File: src/rtl/core/bdch_pkg.sv
// ----------------------------------------------------------------------------
// bdch_pkg
// Shared types, constants and helpers of the button debounce / click / hold
// detector.
// ----------------------------------------------------------------------------
package bdch_pkg;

    // width of the free-running millisecond count
    localparam int TIME_BITS   = 32;
    // width of every configuration register
    localparam int CFG_W       = 16;
    localparam int NUM_BUTTONS = 3;
    // the button watched for a floating input
    localparam int DOWN_IDX    = 2;

    localparam int S_DATA_W = 8;
    localparam int M_DATA_W = 16;

    typedef logic [TIME_BITS-1:0] time_t;
    typedef logic [CFG_W-1:0]     cfg_val_t;

    // configuration register indexes
    typedef enum logic [1:0] {
        REG_DEBOUNCE    = 2'd0,
        REG_HOLD        = 2'd1,
        REG_DOUBLE      = 2'd2,
        REG_FLOAT_LIMIT = 2'd3
    } reg_idx_t;

    // reset values of the configuration registers
    localparam cfg_val_t DEBOUNCE_RST    = 16'd50;
    localparam cfg_val_t HOLD_RST        = 16'd1000;
    localparam cfg_val_t DOUBLE_RST      = 16'd300;
    localparam cfg_val_t FLOAT_LIMIT_RST = 16'd1000;

    // button event codes
    typedef enum logic [2:0] {
        EV_NONE    = 3'd0,
        EV_PRESS   = 3'd1,
        EV_DOUBLE  = 3'd2,
        EV_RELEASE = 3'd3,
        EV_HOLD    = 3'd4
    } ev_t;

    // timing settings seen by each lane
    typedef struct packed {
        cfg_val_t debounce;
        cfg_val_t hold;
        cfg_val_t dbl;
    } lane_cfg_t;

    // what one lane reports per tick
    typedef struct packed {
        ev_t  ev;
        logic pressed;
        logic held;
    } lane_res_t;

    // wrapping time difference
    function automatic time_t elapsed(time_t now, time_t since);
        return now - since;
    endfunction

    // register value widened to the time count
    function automatic time_t widen(cfg_val_t v);
        return time_t'(v);
    endfunction

endpackage

File: src/rtl/core/bdch_lane.sv
// ----------------------------------------------------------------------------
// bdch_lane
// Per-button core: debounce, press/release tracking, double click and hold
// detection, and event selection with consumption on poll.
// ----------------------------------------------------------------------------
module bdch_lane (
    input  logic                aclk,
    input  logic                aresetn,
    input  logic                accept,
    input  logic                is_low,
    input  logic                track_en,
    input  logic                poll,
    input  bdch_pkg::time_t     now,
    input  bdch_pkg::lane_cfg_t cfg,
    output bdch_pkg::lane_res_t res
);

    logic            pressed_now_reg,    pressed_now_next;
    logic            pressed_before_reg, pressed_before_next;
    bdch_pkg::time_t press_stamp_reg,    press_stamp_next;
    bdch_pkg::time_t release_stamp_reg,  release_stamp_next;
    bdch_pkg::time_t prior_stamp_reg,    prior_stamp_next;
    logic            held_reg,           held_next;
    logic            double_reg,         double_next;
    logic            hold_rep_reg,       hold_rep_next;

    logic            change;
    logic            pb_trk;
    logic            dbl_trk;
    bdch_pkg::ev_t   ev;

    // level tracking for this tick
    always_comb begin
        change = track_en && (is_low != pressed_now_reg) &&
                 (bdch_pkg::elapsed(now, release_stamp_reg) >
                  bdch_pkg::widen(cfg.debounce));
        pressed_now_next   = change ? is_low : pressed_now_reg;
        pb_trk             = change ? pressed_now_reg : pressed_before_reg;
        press_stamp_next   = (change && is_low) ? now : press_stamp_reg;
        prior_stamp_next   = (change && is_low) ? now : prior_stamp_reg;
        release_stamp_next = (change && !is_low) ? now : release_stamp_reg;
        dbl_trk = double_reg ||
                  (change && is_low &&
                   (bdch_pkg::elapsed(now, prior_stamp_reg) <
                    bdch_pkg::widen(cfg.dbl)));
        // any level change clears the hold flag; a fresh press restarts the hold timer
        if (change) begin
            held_next = 1'b0;
        end else begin
            held_next = held_reg ||
                        (track_en && pressed_now_reg &&
                         (bdch_pkg::elapsed(now, press_stamp_reg) >
                          bdch_pkg::widen(cfg.hold)));
        end
    end

    // event choice and consumption
    always_comb begin
        ev                  = bdch_pkg::EV_NONE;
        pressed_before_next = pb_trk;
        double_next         = dbl_trk;
        hold_rep_next       = hold_rep_reg;
        if (poll) begin
            if (pressed_now_next && !pb_trk) begin
                ev                  = dbl_trk ? bdch_pkg::EV_DOUBLE : bdch_pkg::EV_PRESS;
                double_next         = 1'b0;
                hold_rep_next       = 1'b0;
                pressed_before_next = pressed_now_next;
            end else if (!pressed_now_next && pb_trk) begin
                ev                  = bdch_pkg::EV_RELEASE;
                hold_rep_next       = 1'b0;
                pressed_before_next = pressed_now_next;
            end else if (held_next && !hold_rep_reg) begin
                ev            = bdch_pkg::EV_HOLD;
                hold_rep_next = 1'b1;
            end
        end
    end

    assign res.ev      = ev;
    assign res.pressed = pressed_now_next;
    assign res.held    = held_next;

    // state update on each accepted tick
    always_ff @(posedge aclk) begin
        if (!aresetn) begin
            pressed_now_reg    <= 1'b0;
            pressed_before_reg <= 1'b0;
            press_stamp_reg    <= '0;
            release_stamp_reg  <= '0;
            prior_stamp_reg    <= '0;
            held_reg           <= 1'b0;
            double_reg         <= 1'b0;
            hold_rep_reg       <= 1'b0;
        end else if (accept) begin
            pressed_now_reg    <= pressed_now_next;
            pressed_before_reg <= pressed_before_next;
            press_stamp_reg    <= press_stamp_next;
            release_stamp_reg  <= release_stamp_next;
            prior_stamp_reg    <= prior_stamp_next;
            held_reg           <= held_next;
            double_reg         <= double_next;
            hold_rep_reg       <= hold_rep_next;
        end
    end

endmodule

File: src/rtl/core/bdch_float.sv
// ----------------------------------------------------------------------------
// bdch_float
// Floating input detection on the third button: disables it until reset once
// its raw level stays low beyond the limit.
// ----------------------------------------------------------------------------
module bdch_float (
    input  logic               aclk,
    input  logic               aresetn,
    input  logic               accept,
    input  logic               is_low,
    input  bdch_pkg::time_t    now,
    input  bdch_pkg::cfg_val_t limit,
    output logic               down_off
);

    logic            tracking_reg,  tracking_next;
    bdch_pkg::time_t low_since_reg, low_since_next;
    logic            off_reg,       off_next;

    // low-time tracking for this tick
    always_comb begin
        tracking_next  = tracking_reg;
        low_since_next = low_since_reg;
        off_next       = off_reg;
        if (is_low) begin
            if (!tracking_reg) begin
                tracking_next  = 1'b1;
                low_since_next = now;
            end else if (bdch_pkg::elapsed(now, low_since_reg) >
                         bdch_pkg::widen(limit)) begin
                off_next = 1'b1;
            end
        end else begin
            tracking_next = 1'b0;
        end
    end

    // lanes see this tick's decision
    assign down_off = off_next;

    always_ff @(posedge aclk) begin
        if (!aresetn) begin
            tracking_reg  <= 1'b0;
            low_since_reg <= '0;
            off_reg       <= 1'b0;
        end else if (accept) begin
            tracking_reg  <= tracking_next;
            low_since_reg <= low_since_next;
            off_reg       <= off_next;
        end
    end

endmodule

File: src/rtl/core/bdch_merge.sv
// ----------------------------------------------------------------------------
// bdch_merge
// Merges the lane results into one result transaction and buffers it in an
// output register with a skid stage.
// ----------------------------------------------------------------------------
module bdch_merge (
    input  logic                                         aclk,
    input  logic                                         aresetn,
    input  logic                                         push,
    input  bdch_pkg::lane_res_t [bdch_pkg::NUM_BUTTONS-1:0] lanes,
    input  logic                                         down_off,
    output logic                                         space,
    output logic                                         m_tvalid,
    input  logic                                         m_tready,
    output logic [bdch_pkg::M_DATA_W-1:0]                m_tdata
);

    logic [bdch_pkg::M_DATA_W-1:0] item;
    logic [bdch_pkg::NUM_BUTTONS-1:0] pmask;
    logic [bdch_pkg::NUM_BUTTONS-1:0] hmask;

    logic                          out_valid_reg;
    logic [bdch_pkg::M_DATA_W-1:0] out_data_reg;
    logic                          skid_valid_reg;
    logic [bdch_pkg::M_DATA_W-1:0] skid_data_reg;

    // gather masks from the lanes
    always_comb begin
        for (int i = 0; i < bdch_pkg::NUM_BUTTONS; i++) begin
            pmask[i] = lanes[i].pressed;
            hmask[i] = lanes[i].held;
        end
    end

    // pack the result fields
    assign item = {down_off, hmask, pmask, lanes[2].ev, lanes[1].ev, lanes[0].ev};

    assign space    = !skid_valid_reg;
    assign m_tvalid = out_valid_reg;
    assign m_tdata  = out_data_reg;

    // output register and skid stage control
    always_ff @(posedge aclk) begin
        if (!aresetn) begin
            out_valid_reg  <= 1'b0;
            skid_valid_reg <= 1'b0;
        end else if (push) begin
            if (out_valid_reg && !m_tready) begin
                skid_valid_reg <= 1'b1;
            end else begin
                out_valid_reg <= 1'b1;
            end
        end else if (out_valid_reg && m_tready) begin
            if (skid_valid_reg) begin
                skid_valid_reg <= 1'b0;
            end else begin
                out_valid_reg <= 1'b0;
            end
        end
    end

    // payload moves
    always_ff @(posedge aclk) begin
        if (push) begin
            if (out_valid_reg && !m_tready) begin
                skid_data_reg <= item;
            end else begin
                out_data_reg <= item;
            end
        end else if (out_valid_reg && m_tready && skid_valid_reg) begin
            out_data_reg <= skid_data_reg;
        end
    end

endmodule

File: src/rtl/core/button_debounce_click_hold_detector.sv
// ----------------------------------------------------------------------------
// button_debounce_click_hold_detector
// Output: each result is registered, into the skid stage when the output stalls.
// Throughput: one tick per cycle while the skid stage is empty; the three
// button lanes and the floating detector update all their state on accept.
// Reset: synchronous, active low; clears the time count and all button state
// and loads the default debounce, hold, double-click and floating limits.
// ----------------------------------------------------------------------------
module button_debounce_click_hold_detector (
    input  logic                               aclk,
    input  logic                               aresetn,
    // tick input: level_menu, level_up, level_down, poll, zero fill
    input  logic                               s_tvalid,
    output logic                               s_tready,
    input  logic [bdch_pkg::S_DATA_W-1:0]      s_tdata,
    // result: event_menu[2:0], event_up[2:0], event_down[2:0],
    // pressed_mask[2:0], holding_mask[2:0], down_disabled
    output logic                               m_tvalid,
    input  logic                               m_tready,
    output logic [bdch_pkg::M_DATA_W-1:0]      m_tdata,
    // configuration write port
    input  logic                               cfg_we,
    input  logic [1:0]                         cfg_index,
    input  logic [bdch_pkg::CFG_W-1:0]         cfg_wdata
);

    bdch_pkg::cfg_val_t debounce_reg;
    bdch_pkg::cfg_val_t hold_reg;
    bdch_pkg::cfg_val_t double_reg;
    bdch_pkg::cfg_val_t float_limit_reg;
    bdch_pkg::time_t    now_reg;

    logic                                            accept;
    logic                                            space;
    logic                                            poll;
    logic                                            down_off;
    logic [bdch_pkg::NUM_BUTTONS-1:0]                low;
    logic [bdch_pkg::NUM_BUTTONS-1:0]                track_en;
    bdch_pkg::lane_cfg_t                             lane_cfg;
    bdch_pkg::lane_res_t [bdch_pkg::NUM_BUTTONS-1:0] lane_res;

    assign s_tready = space;
    assign accept   = s_tvalid && space;
    assign poll     = s_tdata[3];

    // configuration registers
    always_ff @(posedge aclk) begin
        if (!aresetn) begin
            debounce_reg    <= bdch_pkg::DEBOUNCE_RST;
            hold_reg        <= bdch_pkg::HOLD_RST;
            double_reg      <= bdch_pkg::DOUBLE_RST;
            float_limit_reg <= bdch_pkg::FLOAT_LIMIT_RST;
        end else if (cfg_we) begin
            case (bdch_pkg::reg_idx_t'(cfg_index))
                bdch_pkg::REG_DEBOUNCE:    debounce_reg    <= cfg_wdata;
                bdch_pkg::REG_HOLD:        hold_reg        <= cfg_wdata;
                bdch_pkg::REG_DOUBLE:      double_reg      <= cfg_wdata;
                bdch_pkg::REG_FLOAT_LIMIT: float_limit_reg <= cfg_wdata;
                default: ;
            endcase
        end
    end

    // free-running millisecond count, one step per tick
    always_ff @(posedge aclk) begin
        if (!aresetn) begin
            now_reg <= '0;
        end else if (accept) begin
            now_reg <= now_reg + bdch_pkg::time_t'(1);
        end
    end

    assign lane_cfg.debounce = debounce_reg;
    assign lane_cfg.hold     = hold_reg;
    assign lane_cfg.dbl      = double_reg;

    // floating detection on the third button
    bdch_float u_float (
        .aclk     (aclk),
        .aresetn  (aresetn),
        .accept   (accept),
        .is_low   (low[bdch_pkg::DOWN_IDX]),
        .now      (now_reg),
        .limit    (float_limit_reg),
        .down_off (down_off)
    );

    // one lane per button
    for (genvar i = 0; i < bdch_pkg::NUM_BUTTONS; i++) begin : g_lane
        assign low[i]      = !s_tdata[i];
        assign track_en[i] = (i == bdch_pkg::DOWN_IDX) ? !down_off : 1'b1;

        bdch_lane u_lane (
            .aclk     (aclk),
            .aresetn  (aresetn),
            .accept   (accept),
            .is_low   (low[i]),
            .track_en (track_en[i]),
            .poll     (poll),
            .now      (now_reg),
            .cfg      (lane_cfg),
            .res      (lane_res[i])
        );
    end

    // merge lanes and buffer the result
    bdch_merge u_merge (
        .aclk     (aclk),
        .aresetn  (aresetn),
        .push     (accept),
        .lanes    (lane_res),
        .down_off (down_off),
        .space    (space),
        .m_tvalid (m_tvalid),
        .m_tready (m_tready),
        .m_tdata  (m_tdata)
    );

endmodule
File: config.mk
export PLATFORM = sky130hd
export DESIGN_NAME = button_debounce_click_hold_detector
export DESIGN_NICKNAME = d
export VERILOG_FILES = /design/src/rtl/core/bdch_pkg.sv /design/src/rtl/core/bdch_lane.sv /design/src/rtl/core/bdch_float.sv /design/src/rtl/core/bdch_merge.sv /design/src/rtl/core/button_debounce_click_hold_detector.sv
export SDC_FILE = /design/constraint.sdc
export NUM_CORES = 1
export LEC_CHECK = 0
export ABC_AREA = 1
export BUFFER_PORTS_ARGS = -buffer_cell sky130_fd_sc_hd__buf_2
export CAP_MARGIN = 20
export CORE_UTILIZATION = 25
export DETAILED_ROUTE_END_ITERATION = 8
export PLACE_DENSITY_LB_ADDON = 0.12
export SETUP_SLACK_MARGIN = 0.05
export SLEW_MARGIN = 20
export SYNTH_ARGS = -nofsm -noshare
export SYNTH_HDL_FRONTEND = slang
export SYNTH_SLANG_ARGS = --single-unit
File: constraint.sdc
create_clock -name aclk -period 5.22 [get_ports aclk]
set_clock_uncertainty 0.2 [all_clocks]
set_input_delay 0.261 -clock aclk [delete_from_list [all_inputs] [get_ports aclk]]
set_output_delay 0.261 -clock aclk [all_outputs]
set_load 0.1 [all_outputs]
==> results.cfg <==
[power]
vdd_ir_drop_max_v = 0.000218
power_density_nw_per_um2 = 276
leakagePower_uw = 0.0189
pwr-share-seq_pct = 29.6
p_clk_share_pct = 34.0
p_int_uw = 6450
switching_power_uw = 4040
combPwrFrac_pct = 36.4
swShare_pct = 38.5
p_total_uw = 10500

[global_routing]
met2_usage_pct = 33.1
busiest_layer = met2
grt_max_degree = 96
antenna_found_initial = 4
use_met1_pct = 25.9
grt_pass1_vias = 31800
grt_pass1_wl_microns = 196000
grt_use_met3_pct = 1.99
grt.total_usage_pct = 19.4
gr-total-overflow = 0

[routing]
routed_wl_microns = 129000
antenna_left = 0
drtPass1Iterations = 5
drc = 0
drtIter0Drc = 1904
via_per_inst = 4.61
vias = 32900
post_drt_wl_per_cell_microns = 18.2

[logic_synthesis]
synth_area_leaders = dfxtp_1, nand2_1, ha_1
syn_area_per_cell_sq_um = 6.32
synth_top_area_share_pct = 20.8
yosysMostFrequentCell = nand2_1
yosys.cell_types.count = 57
async_flop_share_pct = 0
synthFlopType = dfxtp_1
netlist_instances = 5166
synth_edf_count = 32
synthTopCellsByCount = nand2_1, inv_1, a21oi_1
synth_area_leader_cell = dfxtp_1
syn_nets = 5583
ys_seq_elements = 371
syn_area_sq_um = 32700
ys_warn_count = 0
ys_seq_area_share_pct = 23.7

[sta]
fin_crit_sh_pct = 92.0
period_minus_slack_ns = 4.80
fin_ws_ns = 0.415
tns_ns = 0
rsz0062_at_grt = true
setup_violations = 0
relSlewSlack_pct = 28.8
final_hold_viol_count = 0
max_freq_mhz = 208
worst_pin_slew_ns = 1.07
slew_violations = 0
hold_ws_ns = 0.254

[critical_path]
end_kind = flop
crit_fanout = 5
path_class = reg2reg
r2r_cells = 27
arrival_ns = 4.98
critPathLaunchType = flop
cp.required_ns = 5.39
rr_startpoint = now_reg[7]
reg2reg_setup_slack_ns = 0.42
r2r_end = u_merge.m_tdata[1]

[layout]
fin_nets = 5756
area_delta_synth_final_pct = 16.5
final_util_pct = 29.4
layout-drive-gt1-share_pct = 7.14
largest_reg_flops = 96

[flow_run]
drv_cap = 0

[cts]
clk_path_buf_depth = 3
cts.root.buffer_cell = clkbuf_16
clk_latency_ns = 0.65
cts_buffers = 51
cts.clk_slew.worst_paths_ns = 0.06
clock-sinks = 371
cts_tree = built
htree_levels = 2

[worst_hold_path]
hp-class = reg2reg
worstHoldStart = g_lane[0].u_lane.press_stamp_reg[0]
hold_depth = 2
min_to = g_lane[0].u_lane.press_stamp_reg[0]

[placed_design]
dp_hpwl_microns = 106000
port_buffers = 44
gp_congestion = 0.903
dp_slack_ns = 0.0755

[die]
die_w_microns = 363
dieHeight_microns = 363
core_area_sq_um = 129000
rows = 132
initial_core_util_pct = 25.2
io_pins = 49
fp.dieArea_sq_um = 132000

[outcome]
outcome = finished clean
-- per-layer routing --
metal,routed length [microns],part of all wire [%]
met1,61800,48
met2,60000,46
met5,0,0
met3,4080,3.1
met4,3520,2.7
-- area by class of cell --
class                           count  area (sq um)
Timing Repair Buffer              232          1860
Fill cell                       14700         91400
Sequential cell                   371          7750
Clock inverter                     18           199
Antenna cell                        4          10.0
Tap cell                         1742          2180
Multi-Input combinational cell   3837         21400
Clock buffer                       77          1490
Inverter                          846          3180
-- power by group through the flow --
stage / clock [uW] / combinational [uW] / sequential, uW
global route: 3820 / 4340 / 3120
detailed placement: 0 / 3760 / 3160
floorplan: 0 / 2540 / 3240
CTS: 3700 / 3810 / 3100
global placement: 0 / 3750 / 3160
finish: 3570 / 3820 / 3100
-- worst max-delay path, cell delays in order (launching register included) --
cell and delay, ns:
dfxtp_1 0.36, buf_4 0.18, ha_1 0.39, nand2_1 0.10, nor2_1 0.13, inv_1 0.07, nor2_1 0.18, a21oi_1 0.11
o21bai_2 0.19, xor2_1 0.26, ha_1 0.30, nand4_1 0.13, a21oi_1 0.06, nor3_1 0.14, nand3_1 0.10, nand2_1 0.12
nand3_1 0.09, nor2_1 0.11, nand4_1 0.20, o21ai_2 0.26, inv_2 0.08, nand2_1 0.08, nand2_1 0.08, ha_1 0.19
nor2_2 0.16, nor2_2 0.07, nand2_1 0.10, o21ai_0 0.07
-- kinds of logic after synthesis --
| family | Yosys count | share of synthesized area (%) |
|---|---|---|
| buf+inv | 958 | 11.3 |
| fa+ha+maj | 386 | 14.9 |
| compound gates | 1148 | 18.6 |
| xor+xnor | 138 | 3.70 |
| flops | 371 | 23.7 |
| simple gates | 2165 | 27.8 |
-- repair_timing --
action	CTS	global route
pin swaps	0	14
hold endpoints to repair	129	0
buffers inserted	0	7
endpoints found under the setup margin	3	127
hold buffers	43	0
resized for setup	1	58
-- cell usage in the layout, fill, tap and decap left out, drive strengths merged, types with 60 or more instances in the layout --
master and instances:
a21oi 617, dfxtp 339, nand2 1339, o21ai 412, xor2 112, buf 188, nand3 221, ha 379
nand4 62, nor3 60, nor2 416, inv 846, clkbuf 78
-- how the worst max path moves through the flow --
stage,startpoint,end,slack (ns)
CTS,now_reg[4],u_merge.m_tdata[3],0.08
detailed placement,now_reg[0],g_lane[2].u_lane.release_stamp_reg[0],0.08
global route,now_reg[0],u_merge.m_tdata[3],-0.03
finish,now_reg[7],u_merge.m_tdata[1],0.42
floorplan,now_reg[1],u_merge.m_tdata[3],0.66
global placement,now_reg[4],u_merge.m_tdata[3],0.1
-- stage by stage --
| stage | cells | area, sq um |
|---|---|---|
| CTS | 7116 | 37800 |
| finish | 7127 | 38100 |
| detailed placement | 6978 | 35700 |
| global placement | 6978 | 35700 |
| floorplan | 5166 | 32700 |
| global route | 7123 | 38100 |
No activity file was read; power rests on OpenSTA's default activity.
